===== config.mk =====
export PLATFORM = sky130hd
export DESIGN_NAME = playfair_digram_encrypt_core
export DESIGN_NICKNAME = d
export VERILOG_FILES = /design/src/hdl/pfe_pkg.sv /design/src/hdl/pfe_builder.sv /design/src/hdl/pfe_lane.sv /design/src/hdl/pfe_merge.sv /design/src/hdl/playfair_digram_encrypt_core.sv
export SDC_FILE = /design/constraint.sdc
export NUM_CORES = 1
export LEC_CHECK = 0
export BUFFER_PORTS_ARGS = -buffer_cell sky130_fd_sc_hd__buf_2
export CORE_UTILIZATION = 45
export DETAILED_ROUTE_END_ITERATION = 7
export PLACE_DENSITY = 0.72
export SLEW_MARGIN = 10
export SYNTH_ARGS = -nofsm -noshare
export SYNTH_HDL_FRONTEND = slang
export SYNTH_HIERARCHICAL = 1
export SYNTH_SLANG_ARGS = --single-unit

===== constraint.sdc =====
create_clock -name clk -period 5.66 [get_ports clk]
set_input_delay 1.132 -clock clk [delete_from_list [all_inputs] [get_ports clk]]
set_output_delay 1.132 -clock clk [all_outputs]
set_load 0.05 [all_outputs]

===== src/hdl/pfe_pkg.sv =====
// Playfair digram encrypt: shared types, constants and helper functions.
// No dependencies; used by every module of the block by scoped names.
`timescale 1ns / 1ps

package pfe_pkg;

	localparam int LETTER_W = 5;
	localparam int LETTERS  = 26;
	localparam int CELLS    = 25;
	localparam int SIDE     = 5;
	localparam int RC_W     = 3;
	localparam int KEY_W    = 60;
	localparam int LEN_W    = 4;
	localparam int CFG_IDX_W = 2;
	localparam int MAX_KEY_LETTERS_DEF = 12;

	localparam logic [LETTER_W-1:0] LETTER_I = 5'd8;
	localparam logic [LETTER_W-1:0] LETTER_J = 5'd9;
	localparam logic [LETTER_W-1:0] LETTER_Z = 5'd25;

	// key MONARCHY, length 8
	localparam logic [KEY_W-1:0] RESET_KEY = 60'd832234862028;
	localparam logic [LEN_W-1:0] RESET_LEN = 4'd8;

	localparam logic [CFG_IDX_W-1:0] CFG_KEY_LETTERS = 2'd0;
	localparam logic [CFG_IDX_W-1:0] CFG_KEY_LENGTH  = 2'd1;

	typedef logic [LETTER_W-1:0] letter_t;
	typedef logic [4:0] cell_t;

	typedef struct packed {
		logic [RC_W-1:0] row;
		logic [RC_W-1:0] col;
	} rc_t;

	typedef struct packed {
		letter_t plain_first;
		letter_t plain_second;
	} plain_t;

	typedef struct packed {
		letter_t cipher_first;
		letter_t cipher_second;
	} cipher_t;

	// one table update from the square builder
	typedef struct packed {
		logic    en;
		letter_t letter;
		cell_t   pos;
	} wr_t;

	typedef enum logic [1:0] {
		ST_IDLE,
		ST_START,
		ST_KEY,
		ST_FILL
	} build_st_t;

	function automatic cell_t rc_cell(input rc_t rc);
		cell_t base;
		begin
			base = cell_t'({rc.row, 2'b00}) + cell_t'(rc.row);
			rc_cell = base + cell_t'(rc.col);
		end
	endfunction

	// cell index to row and column without a divider
	function automatic rc_t cell_rc(input cell_t pos);
		rc_t   rc;
		cell_t base;
		begin
			if (pos >= 5'd20) begin
				rc.row = 3'd4;
			end else if (pos >= 5'd15) begin
				rc.row = 3'd3;
			end else if (pos >= 5'd10) begin
				rc.row = 3'd2;
			end else if (pos >= 5'd5) begin
				rc.row = 3'd1;
			end else begin
				rc.row = 3'd0;
			end
			base = cell_t'({rc.row, 2'b00}) + cell_t'(rc.row);
			rc.col = RC_W'(pos - base);
			cell_rc = rc;
		end
	endfunction

endpackage


===== src/hdl/pfe_builder.sv =====
// Key square builder: holds the key registers and walks key letters, then the
// alphabet, one letter a cycle, issuing table writes. Depends on pfe_pkg.
`timescale 1ns / 1ps

module pfe_builder #(
	parameter int MAX_KEY_LETTERS = pfe_pkg::MAX_KEY_LETTERS_DEF
) (
	input  logic                             clk,
	input  logic                             arst_n,
	input  logic                             cfg_write,
	input  logic [pfe_pkg::CFG_IDX_W-1:0]    cfg_index,
	input  logic [pfe_pkg::KEY_W-1:0]        cfg_data,
	output pfe_pkg::wr_t                     wr,
	output logic                             building
);

	localparam int SH_W = MAX_KEY_LETTERS * pfe_pkg::LETTER_W;
	localparam logic [4:0] KEY_LAST  = 5'(MAX_KEY_LETTERS - 1);
	localparam logic [4:0] FILL_LAST = 5'(pfe_pkg::LETTERS - 1);
	localparam logic [pfe_pkg::LEN_W-1:0] MAX_LEN = pfe_pkg::LEN_W'(MAX_KEY_LETTERS);
	// J never enters the square
	localparam logic [pfe_pkg::LETTERS-1:0] TAKEN_INIT =
		pfe_pkg::LETTERS'(1) << pfe_pkg::LETTER_J;

	pfe_pkg::build_st_t state_q, state_nx;

	logic [pfe_pkg::KEY_W-1:0]   key_q;
	logic [pfe_pkg::LEN_W-1:0]   len_q;
	logic [SH_W-1:0]             key_sh_q;
	logic [4:0]                  step_q;
	logic [4:0]                  fill_q;
	logic [pfe_pkg::LETTERS-1:0] taken_q;

	logic                        cfg_hit;
	logic [pfe_pkg::LEN_W-1:0]   count;
	pfe_pkg::letter_t            cand;
	logic                        cand_free;

	assign cfg_hit = cfg_write &&
		(cfg_index == pfe_pkg::CFG_KEY_LETTERS || cfg_index == pfe_pkg::CFG_KEY_LENGTH);
	assign count = (len_q > MAX_LEN) ? MAX_LEN : len_q;
	assign building = (state_q != pfe_pkg::ST_IDLE);

	always_ff @(posedge clk or negedge arst_n) begin
		if (!arst_n) begin
			state_q <= pfe_pkg::ST_START;
		end else begin
			state_q <= state_nx;
		end
	end

	always_comb begin
		state_nx = state_q;
		cand = pfe_pkg::letter_t'(step_q);
		cand_free = 1'b0;
		wr = '0;
		unique case (state_q)
			pfe_pkg::ST_IDLE: begin
			end
			pfe_pkg::ST_START: begin
				state_nx = pfe_pkg::ST_KEY;
			end
			pfe_pkg::ST_KEY: begin
				cand = key_sh_q[pfe_pkg::LETTER_W-1:0];
				// codes above Z are skipped like J
				cand_free = (cand < pfe_pkg::LETTER_W'(pfe_pkg::LETTERS)) ?
					!taken_q[cand] : 1'b0;
				wr.en = cand_free && (step_q < 5'(count)) &&
					(fill_q < 5'(pfe_pkg::CELLS));
				if (step_q == KEY_LAST) begin
					state_nx = pfe_pkg::ST_FILL;
				end
			end
			pfe_pkg::ST_FILL: begin
				cand_free = !taken_q[cand];
				wr.en = cand_free && (fill_q < 5'(pfe_pkg::CELLS));
				if (step_q == FILL_LAST) begin
					state_nx = pfe_pkg::ST_IDLE;
				end
			end
			default: begin
				state_nx = pfe_pkg::ST_START;
			end
		endcase
		wr.letter = cand;
		wr.pos = fill_q;
		// any key write restarts the build
		if (cfg_hit) begin
			state_nx = pfe_pkg::ST_START;
		end
	end

	always_ff @(posedge clk or negedge arst_n) begin
		if (!arst_n) begin
			key_q <= pfe_pkg::RESET_KEY;
			len_q <= pfe_pkg::RESET_LEN;
			key_sh_q <= '0;
			step_q <= '0;
			fill_q <= '0;
			taken_q <= '0;
		end else begin
			if (cfg_write && cfg_index == pfe_pkg::CFG_KEY_LETTERS) begin
				key_q <= cfg_data;
			end
			if (cfg_write && cfg_index == pfe_pkg::CFG_KEY_LENGTH) begin
				len_q <= cfg_data[pfe_pkg::LEN_W-1:0];
			end
			if (state_q == pfe_pkg::ST_START) begin
				key_sh_q <= key_q[SH_W-1:0];
				step_q <= '0;
				fill_q <= '0;
				taken_q <= TAKEN_INIT;
			end else if (state_q == pfe_pkg::ST_KEY || state_q == pfe_pkg::ST_FILL) begin
				key_sh_q <= key_sh_q >> pfe_pkg::LETTER_W;
				step_q <= (state_q == pfe_pkg::ST_KEY && step_q == KEY_LAST) ? '0 : step_q + 5'd1;
				if (wr.en) begin
					taken_q[wr.letter] <= 1'b1;
					fill_q <= fill_q + 5'd1;
				end
			end
		end
	end

`ifndef ASSERT_OFF
	a_fill_bound: assert property (@(posedge clk) disable iff (!arst_n)
		fill_q <= 5'(pfe_pkg::CELLS))
		else $error("square fill count past 25 cells");

	a_fill_done: assert property (@(posedge clk) disable iff (!arst_n)
		(state_q == pfe_pkg::ST_FILL && step_q == FILL_LAST && !cfg_hit)
		|=> fill_q == 5'(pfe_pkg::CELLS))
		else $error("square build ended with empty cells");

	a_idle_quiet: assert property (@(posedge clk) disable iff (!arst_n)
		!building |-> !wr.en)
		else $error("table write outside a build");
`endif

endmodule


===== src/hdl/pfe_lane.sv =====
// One letter lane: folds J and out-of-range codes, looks up the letter's cell
// in its own copy of the position table, splits it into row and column. pfe_pkg.
`timescale 1ns / 1ps

module pfe_lane (
	input  logic              clk,
	input  logic              accept,
	input  pfe_pkg::letter_t  letter,
	input  pfe_pkg::wr_t      wr,
	output pfe_pkg::rc_t      rc
);

	pfe_pkg::cell_t   pos_mem [pfe_pkg::LETTERS];
	pfe_pkg::cell_t   pos_s1;
	pfe_pkg::letter_t addr;

	always_comb begin
		addr = letter;
		if (letter > pfe_pkg::LETTER_Z) begin
			addr = pfe_pkg::LETTER_Z;
		end else if (letter == pfe_pkg::LETTER_J) begin
			addr = pfe_pkg::LETTER_I;
		end
	end

	always_ff @(posedge clk) begin
		if (wr.en) begin
			pos_mem[wr.letter] <= wr.pos;
		end
		if (accept) begin
			pos_s1 <= pos_mem[addr];
		end
	end

	assign rc = pfe_pkg::cell_rc(pos_s1);

endmodule


===== src/hdl/pfe_merge.sv =====
// Merge stage: applies the row, column and rectangle rules to both lanes'
// coordinates and reads the key square at the two result cells. pfe_pkg.
`timescale 1ns / 1ps

module pfe_merge (
	input  logic             clk,
	input  logic             arst_n,
	input  logic             valid_s1,
	input  pfe_pkg::rc_t     rc_first,
	input  pfe_pkg::rc_t     rc_second,
	input  pfe_pkg::wr_t     wr,
	output logic             valid_s2,
	output pfe_pkg::cipher_t cipher_s2
);

	localparam logic [pfe_pkg::RC_W-1:0] EDGE_RC = pfe_pkg::RC_W'(pfe_pkg::SIDE - 1);

	pfe_pkg::letter_t sq_mem [pfe_pkg::CELLS];
	pfe_pkg::rc_t     out_first, out_second;
	pfe_pkg::cell_t   cell_first, cell_second;

	function automatic logic [pfe_pkg::RC_W-1:0] wrap_inc(input logic [pfe_pkg::RC_W-1:0] v);
		wrap_inc = (v == EDGE_RC) ? '0 : v + 3'd1;
	endfunction

	always_comb begin
		out_first = rc_first;
		out_second = rc_second;
		priority if (rc_first.row == rc_second.row) begin
			// also covers a doubled letter
			out_first.col = wrap_inc(rc_first.col);
			out_second.col = wrap_inc(rc_second.col);
		end else if (rc_first.col == rc_second.col) begin
			out_first.row = wrap_inc(rc_first.row);
			out_second.row = wrap_inc(rc_second.row);
		end else begin
			out_first.col = rc_second.col;
			out_second.col = rc_first.col;
		end
		cell_first = pfe_pkg::rc_cell(out_first);
		cell_second = pfe_pkg::rc_cell(out_second);
	end

	always_ff @(posedge clk) begin
		if (wr.en) begin
			sq_mem[wr.pos] <= wr.letter;
		end
		if (valid_s1) begin
			cipher_s2.cipher_first <= sq_mem[cell_first];
			cipher_s2.cipher_second <= sq_mem[cell_second];
		end
	end

	always_ff @(posedge clk or negedge arst_n) begin
		if (!arst_n) begin
			valid_s2 <= 1'b0;
		end else begin
			valid_s2 <= valid_s1;
		end
	end

endmodule


===== src/hdl/playfair_digram_encrypt_core.sv =====
// Playfair digram encrypt top level: key square builder, two letter lanes and
// the merge stage. Depends on pfe_pkg, pfe_builder, pfe_lane, pfe_merge.
`timescale 1ns / 1ps

// One plaintext pair is taken per cycle whenever start is high and busy is low;
// its ciphertext pair appears on cipher_pair with done high for one cycle, after
// the registered position lookup in each lane and the registered key square read
// in the merge stage, and must be captured then since the receiver cannot stall
// the block. After reset and after every key write, busy stays high while the
// builder walks the key letters and then the alphabet, writing a table entry for
// each letter not yet placed.
module playfair_digram_encrypt_core #(
	parameter int MAX_KEY_LETTERS = pfe_pkg::MAX_KEY_LETTERS_DEF
) (
	input  logic                          clk,
	input  logic                          arst_n,
	input  logic                          cfg_write,
	input  logic [pfe_pkg::CFG_IDX_W-1:0] cfg_index,
	input  logic [pfe_pkg::KEY_W-1:0]     cfg_data,
	input  logic                          start,
	output logic                          busy,
	input  pfe_pkg::plain_t               plain_pair,
	output logic                          done,
	output pfe_pkg::cipher_t              cipher_pair
);

	logic         accept;
	logic         valid_s1;
	pfe_pkg::wr_t wr;
	pfe_pkg::rc_t rc_first, rc_second;

	assign accept = start && !busy;

	pfe_builder #(
		.MAX_KEY_LETTERS(MAX_KEY_LETTERS)
	) u_builder (
		.clk       (clk),
		.arst_n    (arst_n),
		.cfg_write (cfg_write),
		.cfg_index (cfg_index),
		.cfg_data  (cfg_data),
		.wr        (wr),
		.building  (busy)
	);

	pfe_lane u_lane_first (
		.clk    (clk),
		.accept (accept),
		.letter (plain_pair.plain_first),
		.wr     (wr),
		.rc     (rc_first)
	);

	pfe_lane u_lane_second (
		.clk    (clk),
		.accept (accept),
		.letter (plain_pair.plain_second),
		.wr     (wr),
		.rc     (rc_second)
	);

	always_ff @(posedge clk or negedge arst_n) begin
		if (!arst_n) begin
			valid_s1 <= 1'b0;
		end else begin
			valid_s1 <= accept;
		end
	end

	pfe_merge u_merge (
		.clk       (clk),
		.arst_n    (arst_n),
		.valid_s1  (valid_s1),
		.rc_first  (rc_first),
		.rc_second (rc_second),
		.wr        (wr),
		.valid_s2  (done),
		.cipher_s2 (cipher_pair)
	);

`ifndef ASSERT_OFF
	a_done_from_item: assert property (@(posedge clk) disable iff (!arst_n)
		done |-> $past(accept, 2))
		else $error("result strobe without an item two cycles before");

	a_no_j_out: assert property (@(posedge clk) disable iff (!arst_n)
		done |-> (cipher_pair.cipher_first != pfe_pkg::LETTER_J &&
			cipher_pair.cipher_second != pfe_pkg::LETTER_J))
		else $error("ciphertext letter J");

	a_letter_range: assert property (@(posedge clk) disable iff (!arst_n)
		done |-> (cipher_pair.cipher_first <= pfe_pkg::LETTER_Z &&
			cipher_pair.cipher_second <= pfe_pkg::LETTER_Z))
		else $error("ciphertext letter beyond Z");
`endif

endmodule


== Word level (Yosys, flattened, before mapping) ==
Memory sizes are Yosys's and may differ from the RTL's. A register that Yosys moved wholly into a read port is not among the register bits.
Cells that the tools add are included.

* Output and inout port bits: 12
* ROM bits: 0
* Word-level logic and storage cells: 133
* Bits in writable memories: 385
* Memories: 3
* Input port bits: 76
* Register bits after elaboration: 164
* Latch bits: 0

* Multiply operators: 0
* Shift-type cells: 0
* Order comparisons: 18
* Reductions and logical operators: 21
* Bitwise operators: 1
* Equal/unequal tests: 16
* Add/subtract/negate cells: 14
* Muxes and demuxes: 51
* Div/mod/pow operators: 0

{| class="wikitable"
|+ Memory list
! memory !! depth !! bits a word !! rd ports !! clocked after memory_dff !! wr ports !! RTL line !! source
|-
| u_lane_first.pos_mem || 26 || 5 || 1 || 1 || 1 || pfe_lane.sv:13 || <nowiki>pfe_pkg::cell_t pos_mem [pfe_pkg::LETTERS];</nowiki>
|-
| u_lane_second.pos_mem || 26 || 5 || 1 || 1 || 1 || pfe_lane.sv:13 ||
|-
| u_merge.sq_mem || 25 || 5 || 2 || 2 || 1 || pfe_merge.sv:18 || <nowiki>pfe_pkg::letter_t sq_mem [pfe_pkg::CELLS];</nowiki>
|}

{| class="wikitable"
|+ Operators by type and width
! kind !! count
|-
| $mux W60 || 2
|-
| $mux W26 || 3
|-
| $mux W5 || 11
|-
| $mux W3 || 18
|-
| $or A26 B26 Y26 || 1
|-
| $add A5 B3 Y5 || 4
|-
| $ge A5 B4 Y1 const B || 4
|-
| $lt A5 B6 Y1 const B || 3
|-
| $eq A5 B4 Y1 const B || 3
|-
| $add A3 B1 Y3 const B || 4
|-
| $eq A3 B3 Y1 const B || 4
|-
| $add A5 B1 Y5 const B || 2
|-
| $bmux W1 S5 || 2
|-
| $ge A5 B3 Y1 const B || 2
|-
| $ge A5 B5 Y1 const B || 2
|-
| $gt A5 B5 Y1 const B || 2
|-
| $lt A5 B5 Y1 const B || 2
|-
| $logic_and A1 B1 Y1 || 9
|-
| $mux W1 || 8
|-
| $add A3 B3 Y3 || 2
|-
| $eq A3 B3 Y1 || 2
|-
| $mux W2 || 3
|-
| $ne A3 B1 Y1 const B || 2
|-
| $pmux W2 S3 || 1
|-
| other kinds (17) || 25
|}

== Depth between registers and ports, before layout ==
Gate-level depths: netlist of the first run.

* Word-level depth: 12
* Depth in mapped cells: 25
* Gate-level depth less buffers: 23

== Modules after synthesis ==
Netlist of the first run, hierarchy kept.

{| class="wikitable"
|+ By module, submodules not included
! module !! cells an instance !! area each (µm²) !! times used !! sequential area each (µm²)
|-
| pfe_lane || 419 || 5844.4 || 2 || 4053.9
|-
| pfe_builder || 619 || 7442.1 || 1 || 4076.4
|-
| pfe_merge || 412 || 7163.1 || 1 || 4078.9
|-
| playfair_digram_encrypt_core || 2 || 38.8 || 1 || 25.0
|}

== Least setup slack after synthesis of the first run ==
OpenSTA, ideal clock, no wires.

* Path type: reg2reg
* Start: register u_lane_first.pos_s1[3] (read register of u_lane_first.pos_mem)
* End: register u_merge/cipher_s2[5] (netlist name)
* Slack: 0.149 ns
* Period minus slack after synthesis: 5.511 ns
* Path buffers: 3
* Arrival: 5.235 ns
* Stages on the path, launching flop included: 24
* Data required time: 5.384 ns
* Cell sequence: edfxtp_1 inv_1 o21ai_0 o21ai_0 a22oi_1 o21ai_0 ha_1 fa_1 inv_1 xnor2_1 nand2_1 buf_2 nor3b_2 a21o_1 inv_1 fa_1 inv_1 fa_1 clkbuf_1 buf_1 mux4_2 mux2_2 mux2i_1 mux2i_1

{| class="wikitable"
|+ RTL lines
! item !! RTL line !! source
|-
| start, declared || pfe_lane.sv:14 || <nowiki>pfe_pkg::cell_t pos_s1;</nowiki>
|}

==> results of run 1 <==
==> cell type report <==
type	count	area, um^2	share of cell area, %
clock buffer	73	1540	5.24
clock inverter	31	278	0.946
inverter	43	161	0.550
multi-input combinational	1150	9390	32.0
sequential	569	16300	55.5
tap	765	957	3.26
timing repair buffer	126	742	2.53
==> flip-flops by register name (all words and copies together) (netlist names), 2 cells and up <==
register / count
u_lane_first/pos_mem: 130
u_lane_first/pos_s1: 5
u_lane_second/pos_s1: 5
u_lane_second/pos_mem: 130
u_builder/key_sh_q: 60
u_builder/taken_q: 26
u_merge/cipher_s2: 10
u_builder/fill_q: 5
u_builder/key_q: 60
u_builder/state_q: 2
u_builder/step_q: 5
u_builder/len_q: 4
u_merge/sq_mem: 125
==> worst max-delay path, cell delays in order, from the launching register on <==
cell and delay (ns):
edfxtp_1 0.41, inv_1 0.08, o21ai_0 0.14, o21ai_0 0.10, a22oi_1 0.14, o21ai_0 0.14
ha_1 0.23, fa_1 0.45, xnor2_4 0.19, xnor2_2 0.25, nor3b_4 0.37, a21o_1 0.18
inv_1 0.06, fa_1 0.53, inv_1 0.07, fa_1 0.56, buf_6 0.20, buf_4 0.22
mux4_2 0.32, mux2i_1 0.18, mux2_4 0.17, mux2i_1 0.07
==> layer usage <==
metal	GRT usage, %	vias up	routed length [um]
met5	0	-	44
met1	26.3	8239	24100
met2	33.4	656	29300
met3	3.62	111	4520
li1	-	7339	-
met4	5.55	8	1350
==> report_power, final <==
part	switching (mW)	total (mW)	internal (mW)
registers	0.371	5.69	5.32
logic	1.81	3.00	1.19
clock network	1.58	3.64	2.06
total	3.76	12.3	8.57
==> placed cells by master, fill, tap and decap left out, drive strengths merged, types with 17 or more instances in the layout <==
cell    synthesis  layout
dfrtp         146     146
clkinv          0      23
inv            43      44
nand3          23      23
mux4           74      74
a21oi          93      93
o21ai         150     150
mux2i         132     132
nand2         145     145
buf            55     126
edfxtp        405     405
nor2          132     132
ha             26      26
mux2          116     116
a32o           25      25
nand3b         17      17
dfstp          18      18
clkbuf         54      73
==> timing repair <==
action,in CTS,in global routing
setup buffers,0,2
setup endpoints to repair,0,10
gates resized for setup,0,7
hold buffers,0,0
==> per-stage QoR <==
stage / TNS (ns) / util (%) / std cells / cell area (um^2) / hold slack, ns
finish: 0 / 50.8 / 2757 / 29400 / 0.467
global route: -0.0348 / 50.8 / 2757 / 29400 / 0.498
CTS: 0 / 50.7 / 2755 / 29300 / 0.464
detailed placement: -0.000337 / 47.5 / 2651 / 27500 / 0.470
global placement: 0 / 47.5 / 2651 / 27500 / 0.463
floorplan: 0 / - / 1871 / 26300 / 0.452
==> cells by family (layout without fill, tap and decap cells) <==
logic type	count (synthesis)	count (layout)	synth area share [%]
DFF	569	569	61.9
AOI/OAI and AO/OA	398	398	10.1
and+or+nand+nor	385	385	6.73
muxes	322	322	16.5
buffers and inverters	152	273	2.71
adders and majority gates	34	34	1.77
xor gates and xnor gates	11	11	0.366
==> synthesized netlist by cell type (8+ instances only) <==
cell type | instances | area (um^2)
o21ai_1 | 8 | 40.0
buf_6 | 9 | 101
dfrtp_1 | 146 | 3650
buf_4 | 11 | 82.6
buf_1 | 8 | 30.0
ha_1 | 26 | 325
nor3b_1 | 9 | 67.6
nor2b_1 | 10 | 62.6
a31oi_1 | 13 | 81.3
a2111oi_2 | 8 | 120
nand3b_1 | 17 | 128
buf_2 | 27 | 135
mux4_2 | 73 | 1640
inv_1 | 41 | 154
clkbuf_1 | 54 | 203
edfxtp_1 | 405 | 12200
o21a_1 | 10 | 75.1
a21oi_1 | 91 | 455
a32o_1 | 25 | 250
a32oi_1 | 12 | 105
mux2_2 | 101 | 1140
nand4_1 | 13 | 81.3
mux2_4 | 11 | 165
nand2_1 | 145 | 544
dfstp_2 | 18 | 473
o22ai_1 | 12 | 75.1
nand3_1 | 23 | 115
mux2i_1 | 132 | 1320
a221oi_1 | 9 | 78.8
o21ai_0 | 142 | 711
nor2_1 | 130 | 488
a211o_1 | 11 | 96.3
==> final timing paths <==
| path | end | slack [ns] | depth (start not counted) |
|---|---|---|---|
| max | u_merge/cipher_s2[6] | 0.32 | 21 |
| min | u_builder/key_sh_q[56] | 0.47 | 1 |
| max reg2reg | u_merge/cipher_s2[6] | 0.32 | 21 |
| min reg2reg | u_builder/key_sh_q[2] | 0.48 | 2 |
| max in group asynchronous | u_builder/key_q[36] | 4.02 | 2 |
| min in group clk | u_builder/key_sh_q[2] | 0.48 | 2 |
==> out/summary.txt, run 1 <==
Seq/Total Area, Yosys = 61.9%
Lkg Pwr = 10.8 nW
Slew Limit Fails = 0
FFs w/ async S/R, synth = 28.8%
First drt pass iteration count = 5
Final setup viols = 0
FF+latch count, synth = 569
Drt total wl = 59,300 um
Max VDD drop = 0.250 mV
R2r startpoint = u_lane_second/pos_s1[3]
Clock Latency Late Sink = 0.62 ns
Largest net degree at the start of global routing = 100
Critical path startpoint = u_lane_second/pos_s1[3]
Die ar. = 0.0595 mm^2
Number of synthesized flops with an enable pin = 405
Avg WL per Cell = 21.5 um
Initial antenna violation count = 5
Root Driver = clkbuf_16
Nets@finish = 2,053
Critical Path Sink Type = flip-flop
Remaining DRCs = 0
CTS tree = yes
Worst setup SP type = flip-flop
Gpl congestion = 0.900
CP Data Required Time = 5.99 ns
Share of layout cells above drive strength 1 = 23.6%
Cells after Synth = 1,871
Clk sinks = 569
Cts bufs inserted = 55
# rows = 88
Max Fclk = 0.187 GHz
Arr. time, crit path = 5.67 ns
Initial DRC Count = 1,422
Max-Cap Viols = 0
Clock Path Buffers = 3
IO Pins = 88
Cell Area, Synth = 0.0263 mm^2
Crit path max fanout = 17
H-tree lvl count = 2
CTS clock-pin slew for the worst setup and hold paths = 0.07 ns
Die Y = 244 um
Area Overhead vs Synth = 11.5%
GRT overflow = 0
Outcome = finished, final reports clean
Initial core utilization = 45.6%
Count of cell types in the netlist = 82
Final setup margin = 0.323 ns
Vias post-DR = 16,400
Syn_area_per_cell = 14.1 um^2
Global-route wire length before repair = 92,800 um
Clock Skews = 0.0304 ns
Worst slew margin = 17.3%
Worst Setup Path Type = reg -> reg
Average vias per placed instance = 5.93
Synth warn = 6
Final Hold Viols = 0
Power Density = 420 mW/mm^2
GRT Util Overall = 19.9%
Worst slack at placement = -0.000337 ns
Vias in the first global route = 16,500
Synthesized Nets = 1,979
Die width = 244 um
Fillers = 4,762
Hold Crit Class = in -> async
Top FF cell, synth = edfxtp_1
Antenna Cells = 0
Core Area = 0.0578 mm^2
Fin crit share = 94.3%
Worst slew pin tran = 1.24 ns
Remaining antenna violation count = 0
Hpwl dp = 38,400 um
Port Buffers = 87
Min Clock Period, post-route = 5.34 ns
Total power draw = 12.3 mW
Note: power is estimated with default switching activity, not from simulation.
==> run 2, diff against run 1 <==
--- a/config.mk
+++ b/config.mk
@@ -6,6 +6,7 @@
 export NUM_CORES = 1
 export LEC_CHECK = 0
 export BUFFER_PORTS_ARGS = -buffer_cell sky130_fd_sc_hd__buf_2
+export CORE_MARGIN = 2
 export CORE_UTILIZATION = 45
 export DETAILED_ROUTE_END_ITERATION = 7
 export PLACE_DENSITY = 0.72
==> run 2 against run 1 <==
Power increased by 0.30%. Via count increased by 0.56%. Sequential share of layout area increased by 0.080 points. Critical path type unchanged. Highest routed layer unchanged.
==> out/summary.txt, run 2 (synthesized netlist as in run 1, its figures left out) <==
Outcome = finished, final reports clean
Max VDD drop = 0.341 mV (+37%)
Drt total wl = 60,100 um (+1.3%)
Final setup viols = 0 (unchanged)
Critical Path Max Stage Delay = 0.53 ns (-0.03 ns)
# rows = 88 (unchanged)
M2 GR Usage = 33.4% (-0.059 points)
Port Buffers = 87 (unchanged)
Commonest non-fill, non-tap cell in the layout = edfxtp_1
Average vias per placed instance = 5.97 (+0.67%)
Worst setup SP type = flip-flop
RSZ-0062 raised after global routing = no
Clock Latency Late Sink = 0.62 ns (about the same)
Largest net degree at the start of global routing = 127 (+27%)
CTS clock-pin slew for the worst setup and hold paths = 0.06 ns (about the same)
Cts bufs inserted = 57 (+3.6%)
Global-route wire length before repair = 94,100 um (+1.5%)
Area Overhead vs Synth = 11.4%
Critical path startpoint = u_lane_second/pos_s1[3]
Cell Area, Placed = 0.0275 mm^2 (about the same)
Worst slew margin = 20.9% (+3.6 points)
Vias in the first global route = 17,000 (+3.0%)
Max Fclk = 0.185 GHz (-1.5%)
Slowest stage cell, crit path = fa_1
Worst Setup Path Type = reg -> reg
Most frequent cells in the layout = edfxtp_1 (405), nand2_1 (145), o21ai_0 (142), dfrtp_1 (140), mux2i_1 (132)
Share of layout cells above drive strength 1 = 23.1% (-0.46 points)
Hpwl dp = 38,800 um (+0.97%)
Final Hold Viols = 0 (unchanged)
Remaining antenna violation count = 0 (unchanged)
H-tree lvl count = 2 (unchanged)
CP cell instances = inv_1 > o21ai_0 > o21ai_0 > a22oi_1 > o21ai_0 > ha_1 > fa_1 > xnor2_1 > xnor2_2 > nor3b_4 > a21o_1 > inv_1 > fa_1 > inv_1 > fa_1 > buf_4 > buf_4 > mux4_2 > mux2i_1 > mux2_4 > mux2i_1
Hold Crit Class = reg -> reg
Slew Limit Fails = 0 (unchanged)
Fillers = 4,847 (+1.8%)
Clock Path Buffers = 3 (unchanged)
WHS = 0.481 ns (+0.0143 ns)
Min Clock Period, post-route = 5.42 ns (+0.0806 ns)
GRT Util Overall = 19.9% (+0.023 points)
GRT overflow = 0 (unchanged)
Die ar. = 0.0605 mm^2 (+1.6%)
Max-Cap Viols = 0 (unchanged)
First drt pass iteration count = 5 (unchanged)
Met3 Track Usage GR = 3.73% (+0.11 points)
Met1 Usage GRT = 26.1% (-0.21 points)
CTS tree = yes
Worst slew pin tran = 1.18 ns (-0.0544 ns)
CP Data Required Time = 6.00 ns (about the same)
Clk sinks = 569 (unchanged)
Core Area = 0.0578 mm^2 (unchanged)
Hold_buf cts = 0 (unchanged)
Nets@finish = 2,050 (-0.15%)
IO Pins = 88 (unchanged)
Die Y = 246 um (+0.82%)
Arr. time, crit path = 5.75 ns (+0.08 ns)
Fin crit share = 95.7% (+1.4 points)
Power Density = 422 mW/mm^2 (+0.45%)
Final TNS setup = 0 ns (unchanged)
Root Driver = clkbuf_16
Avg WL per Cell = 21.8 um (+1.4%)
Initial antenna violation count = 4 (-1)
Lkg Pwr = 10.8 nW (-0.21%)
Initial core utilization = 45.6% (unchanged)
Top Usage Layer GRT = met2
Regs by FF count = u_lane_first/pos_mem: 130 flops, u_lane_second/pos_mem: 130 flops, u_merge/sq_mem: 125 flops
Gpl congestion = 0.886 (-1.5%)
Vias post-DR = 16,400 (+0.56%)
Setup bufs post-CTS = 0 (unchanged)
Clock Skews = 0.0399 ns (+0.00953 ns)
Post-CTS Resized = 0 (unchanged)
R2r startpoint = u_lane_second/pos_s1[3]
Crit path max fanout = 16 (-1)
Critical Path Sink Type = flip-flop
Fin area = 0.0293 mm^2 (-0.14%)
Initial DRC Count = 1,734 (+22%)
Hold Crit Start = u_builder/key_sh_q[57]
Die width = 246 um (+0.82%)
Remaining DRCs = 0 (unchanged)
[run 2: cell count changes in the layout (fill, tap and decap cells not counted), sizes merged]
| cell | previous run | this run |
|---|---|---|
| clkinv | 23 | 20 |
| diode | 0 | 1 |
| clkbuf | 73 | 78 |
| inv | 44 | 45 |
| buf | 126 | 121 |
| clkinvlp | 4 | 2 |
[run 2: power by group]
group	internal [mW]	switching (mW)	leakage (nW)
Combinational	1.20	1.86	4.23
Clock	2.11	1.55	0.895
Sequential	5.32	0.324	5.67
Total	8.63	3.74	10.8
[run 2: final cells by class]
type	count	area, um^2	share of cell area [%]
clock inverters	27	220	0.751
inverters	43	161	0.550
multi-input cells	1150	9360	31.9
diodes	1	2.50	0.00853
flip-flops and latches	569	16300	55.6
clock buffers	78	1600	5.46
repair buffers	121	722	2.46
well taps	765	957	3.26
[run 2: per-layer routing]
layer  wire, um  share of wire, %  vias up
met5         46             0.077        -
met4       1430               2.4        8
met3       4370               7.3      113
met2      29800                50      653
met1      24400                41     8343
li1           -                 -     7327
[run 2: path summary, 6_finish.rpt]
check	end	slack (ns)	cells after the start
worst max register to register	u_merge/cipher_s2[9]	0.24	21
worst min register to register	u_builder/key_sh_q[52]	0.48	2
min in group asynchronous	u_builder/key_q[56]	0.59	1
max in group asynchronous	u_builder/key_sh_q[33]	3.91	2
worst min-delay path	u_builder/key_sh_q[52]	0.48	2
worst max-delay path	u_merge/cipher_s2[9]	0.24	21
[run 2: metrics by stage]
| stage | util [%] | setup WS, ns | power, mW | instances |
|---|---|---|---|---|
| 6_report | 50.7 | 0.242 | 12.4 | 2754 |
| 5_1_grt | 50.7 | 0.0335 | 12.9 | 2753 |
| 4_1_cts | 50.7 | 0.156 | 12.4 | 2753 |
| 3_5_place_dp | 47.5 | 0.146 | 8.77 | 2648 |
| 3_3_place_gp | 47.5 | 0.272 | 8.65 | 2648 |
| 2_1_floorplan | - | 0.149 | 7.79 | 1871 |
[run 2: worst max-delay path: cells and delay by family (launching register included)]
kind | cells | cell delay (ns)
multiplexers | 4 | 0.72
flip-flops | 1 | 0.41
buffers and inverters | 5 | 0.70
AND/OR/NAND/NOR | 1 | 0.38
adder cells (fa/ha/maj) | 4 | 1.69
XOR/XNOR | 2 | 0.54
AO/OA/AOI/OAI | 5 | 0.72
